`src/hw/rtl/qrs_pkg.sv`:
```
package qrs_pkg;

	localparam int CoefW = 32;
	localparam int RootW = 48;
	localparam int DiscW = 66;
	localparam int SqrtW = 33;
	localparam int NumW  = 50;   // |numerator| magnitude, below 2^34, then scaled by 2^16
	localparam int DenW  = 33;   // |2a| or |b|
	localparam int QuoW  = 50;

	typedef enum logic [1:0] {
		ST_OK       = 2'd0,
		ST_DEGEN    = 2'd1,
		ST_SAT      = 2'd2,
		ST_RESERVED = 2'd3
	} status_t;

	typedef enum logic [1:0] {
		MODE_REAL  = 2'd0,
		MODE_CPLX  = 2'd1,
		MODE_LIN   = 2'd2,
		MODE_DEGEN = 2'd3
	} mode_t;

	// per-item control that travels along the pipeline
	typedef struct packed {
		mode_t            mode;
		logic             neg_b;      // sign of -b numerator term
		logic [SqrtW-2:0] mag_b;      // |b| (32 bits)
		logic             den_neg;
		logic [DenW-1:0]  den_mag;
	} ctl_t;

endpackage

```
`src/hw/rtl/qrs_sqrt.sv`:
```
// pipelined floor square root of a 66 bit value, one result bit per stage
module qrs_sqrt import qrs_pkg::*; (
	input  logic             clk,
	input  logic             arst_n,
	input  logic             en,
	input  logic             in_valid,
	input  logic [DiscW-1:0] rad,
	input  ctl_t             ctl_in,
	output logic             out_valid,
	output logic [SqrtW-1:0] root,
	output ctl_t             ctl_out
);

	localparam int N = SqrtW;

	logic             vld_q  [N+1];
	logic [DiscW-1:0] rem_q  [N+1];
	logic [SqrtW-1:0] res_q  [N+1];
	ctl_t             ctl_q  [N+1];

	always_comb begin
		vld_q[0] = in_valid;
		rem_q[0] = rad;
		res_q[0] = '0;
		ctl_q[0] = ctl_in;
	end

	for (genvar k = 0; k < N; k++) begin : g_bit
		localparam int Bit = N - 1 - k;
		logic [DiscW+1:0] trial;
		logic [DiscW+1:0] sub;
		logic             vld_r;
		logic [DiscW-1:0] rem_r;
		logic [SqrtW-1:0] res_r;
		ctl_t             ctl_r;

		// remainder method: (2*res + 2^bit) * 2^bit
		always_comb begin
			trial = ({{(DiscW+2-SqrtW){1'b0}}, res_q[k]} << (Bit + 1))
				| ({{(DiscW+1){1'b0}}, 1'b1} << (2 * Bit));
			sub = {2'b00, rem_q[k]} - trial;
		end

		always_ff @(posedge clk or negedge arst_n) begin
			if (!arst_n) begin
				vld_r <= 1'b0;
			end else if (en) begin
				vld_r <= vld_q[k];
			end
		end

		always_ff @(posedge clk) begin
			if (en) begin
				ctl_r <= ctl_q[k];
				if (!sub[DiscW+1]) begin
					rem_r <= sub[DiscW-1:0];
					res_r <= res_q[k] | (SqrtW'(1) << Bit);
				end else begin
					rem_r <= rem_q[k];
					res_r <= res_q[k];
				end
			end
		end

		always_comb begin
			vld_q[k+1] = vld_r;
			rem_q[k+1] = rem_r;
			res_q[k+1] = res_r;
			ctl_q[k+1] = ctl_r;
		end
	end

	assign out_valid = vld_q[N];
	assign root      = res_q[N];
	assign ctl_out   = ctl_q[N];

endmodule

```
`config.mk`:
```
export PLATFORM = sky130hd
export DESIGN_NAME = qrs_sqrt
export DESIGN_NICKNAME = d
export VERILOG_FILES = /design/src/hw/rtl/qrs_pkg.sv /design/src/hw/rtl/qrs_sqrt.sv
export SDC_FILE = /design/constraint.sdc
export NUM_CORES = 2
export LEC_CHECK = 0
export ABC_CLOCK_PERIOD_IN_PS = 7000
export BUFFER_PORTS_ARGS = -buffer_cell sky130_fd_sc_hd__buf_2
export CORE_UTILIZATION = 25
export DETAILED_ROUTE_END_ITERATION = 10
export GPL_ROUTABILITY_DRIVEN = 0
export MAX_ROUTING_LAYER = met4
export PLACE_DENSITY = 0.43
export SETUP_SLACK_MARGIN = 0.1
export SLEW_MARGIN = 10
export SYNTH_ARGS = -nofsm -noshare
export SYNTH_HDL_FRONTEND = slang
export SYNTH_SLANG_ARGS = --single-unit
```
`constraint.sdc`:
```
create_clock -name clk -period 7 [get_ports clk]
set_input_delay 0.7 -clock clk [delete_from_list [all_inputs] [get_ports clk]]
set_output_delay 0.7 -clock clk [all_outputs]
set_load 0.05 [all_outputs]
```
==> flow_summary.yaml <==
detailed_routing:
  ant_nets: 0
  wire_per_inst_um: 14.7
  dr.pass1.iters: 9
  wl_mm: 349
  viasPerCell: 4.09
  vias: 96922
  drc_errors: 60
  drtIter0Drc: 6042
setup_path:
  worst_setup_path_start_kind: "register"
  cp-end-kind: "register"
  required_ns: 7.80
  rr_worst_depth: 8
  crit_arrival_ns: 5.31
  crit_path_max_fanout: 24
  r2r_start: "g_bit[10].rem_r[58]"
  ff2ff_setup_slack_ns: 2.49
  criticalPathCategory: "register to register"
  r2r-end: "g_bit[11].rem_r[56]"
  critPathLaunch: "g_bit[10].rem_r[58]"
floorplan:
  die_area_mm2: 0.783
  dieWidth_um: 885
  core-area_mm2: 0.775
  ios: 242
  die_h_um: 885
  initial_utilization_pct: 25.1
  std_cell_rows: 323
power:
  p_seq_share_pct: 48.7
  combPwrFrac_pct: 13.3
  p_leak_nw: 81.3
  power_density_mw_per_mm2: 341
  switching_share_pct: 25.4
  pwr-share-clk_pct: 38.0
  power.internal_w: 0.0583
  power_w: 0.0782
  ir_drop_mv: 0.223
  switchingPower_w: 0.0199
yosys:
  synth_most_common_cell: "edfxtp_1"
  yosys_warnings: 0
  yosysSeqAreaShare_pct: 76.7
  ys.flop_type: "edfxtp_1"
  netlist_instances: 12179
  synth_top_area_share_pct: 76.3
  synth_nets: 12877
  synthDistinctLibCells: 95
  synth_top_cell_by_area: "edfxtp_1"
  synth_area_leaders: "edfxtp_1 (76%), ha_1 (3.6%), xnor2_1 (2.1%)"
  syn_area_mm2: 0.195
  synth_edf_count: 4950
  async_flop_share_pct: 0.662
  ys_top_cells_by_count: "edfxtp_1 (4950), inv_1 (743), nand2_1 (700)"
  ys_seq_elements: 4983
  avgSynthCellArea_um2: 16.0
grt:
  antenna_found_initial: 7
  grtUsageTotal_pct: 8.77
  grt_pass1_vias: 99486
  grt_max_degree: 188
  grt_pass1_wl_mm: 547
  grt_overflow: 0
layout:
  drive_gt1_share_pct: 10.1
  num-nets-final: 13670
  fillers: 76731
  final_cells: 23693
  syn2layout_area_growth_pct: 17.6
min_path:
  holdCritStartpoint: "en"
  holdPathEnd: "ctl_q[1604]"
  holdPathStages: 1
  hold_path.class: "input port to register"
timing:
  fin_crit_ns: 4.51
  finalHoldViolations: 0
  grt_setup_unrepaired: "no"
  finalSetupViolCount: 0
  fmax_mhz: 222
  timing.slew.headroom_pct: 26.6
  tightestPinTransition_ns: 1.09
  fin_crit_sh_pct: 64.4
  maxSlewViolCount: 0
  finalClockSkew_ns: 0.0682
  fin_tns_setup_ns: 0
cts:
  clkLatencyLatePin_ns: 1.07
  ctsResizeCount: 0
  cts.sinks: 4983
  h-tree-depth: 6
  clockRootBuffer: "clkbuf_16"
  clk_pin_slew_worst_paths_ns: 0.05
  cts_made_buffers: 583
  cts_buffer_depth: 4
  cts_tree: "yes"
run_status:
  violations: "DRC"
  outcome: "complete, but fails checks"
placed_design:
  dp.cells: 22486
  portBuffers: 241
  dpl.hpwl_mm: 227
job:
  cap_violations: 0
flip-flops by register name (all words and copies together) (netlist names):
| register | count |
|---|---|
| ctl_q | 2208 |
| g_bit.rem_r | 2112 |
| g_bit.res_r | 528 |
| ctl_out | 69 |
| root | 33 |
| g_bit.vld_r | 32 |
| out_valid | 1 |
cells in the final DEF (no fill, tap or decap), drive strengths merged, types with 30 or more instances in the layout:
master and count:
a211oi 54, nor4 125, xor2 431, ha 559
nor2b 89, o31ai 55, clkinv 218, and3 51
or3 128, dlygate4sd3 138, o21a 124, a31oi 65
o21ai 543, nor2 673, mux2 106, bufinv 51
a21o 244, nand3 166, and2 31, a21oi 571
or2 63, edfxtp 4950, dfrtp 33, nand2 700
or4 77, nor3 243, clkbuf 740, o21bai 52
nand3b 30, inv 776, nand2b 110, nand4 82
xnor2 469, buf 345
power groups by stage:
stage	clock, W	combinational (W)	sequential, W
6_report	0.0297	0.0104	0.0381
5_1_grt	0.0322	0.0116	0.0384
4_1_cts	0.0312	0.0105	0.0381
3_5_place_dp	0	0.0103	0.0387
3_3_place_gp	0	0.0103	0.0387
2_1_floorplan	0	0.00748	0.0380
metal layers:
layer / part of all wire (%) / routed length, um / vias up / track usage, %
met2: 50 / 175000 / 1614 / 15.4
met5: 0 / 0 / - / -
met3: 4.0 / 14100 / 905 / 1.65
li1: - / - / 47565 / -
met1: 41 / 143000 / 46838 / 9.72
met4: 4.5 / 15800 / 0 / 3.76
cells by family (layout without fill, tap and decap cells):
family,Yosys count,count (layout),synth area share (%)
fa+ha+maj,559,559,3.59
buf+inv,1020,2280,2.11
flops,4983,4983,76.7
other cells,0,17,0
xor+xnor,900,900,4.05
compound gates,1970,1970,6.28
mux,107,107,0.618
simple gates,2640,2640,6.64
worst max-delay path by stage:
stage | depth (start not counted) | to
3_3_place_gp | 11 | g_bit[29].rem_r[63]
6_report | 8 | g_bit[11].rem_r[56]
4_1_cts | 8 | g_bit[11].rem_r[62]
2_1_floorplan | 12 | g_bit[31].rem_r[12]
5_1_grt | 11 | g_bit[24].rem_r[52]
3_5_place_dp | 8 | g_bit[11].rem_r[62]
layout make-up:
type,instances,area (um2),area share [%]
Multi-Input combinational cell,6176,41400,18.1
Antenna cell,17,42.5,0.0186
Timing Repair Buffer,483,3700,1.61
Sequential cell,4983,149000,65.3
Tap cell,10237,12800,5.59
Inverter,745,2800,1.22
Clock inverter,312,3280,1.43
Clock buffer,740,15600,6.79
worst max-delay path: stages, from the launching register on:
cell       delay [ns]
edfxtp_1         0.43
or3_1            0.40
or3_1            0.38
or3_1            0.37
a2111oi_1        0.73
nand2_1          0.72
a311oi_1         0.89
nor3_1           0.14
xor2_1           0.18
stage by stage:
stage | util, % | cell area (um2) | setup WS [ns] | hold slack (ns)
2_1_floorplan | - | 195000 | 3.49 | 0.400
3_3_place_gp | 26.9 | 209000 | 2.32 | 0.400
3_5_place_dp | 26.9 | 209000 | 2.56 | 0.405
4_1_cts | 29.5 | 229000 | 2.53 | 0.0759
5_1_grt | 29.5 | 229000 | 2.21 | 0.0946
6_report | 29.5 | 229000 | 2.49 | 0.204
timing repair:
| action | CTS | global route |
|---|---|---|
| hold buffers | 138 | 0 |
| setup buffers | 0 | 0 |
| endpoints found under the hold margin | 170 | 0 |
| setup endpoints to repair | 0 | 0 |
Note: power is estimated with default switching activity, not from simulation.
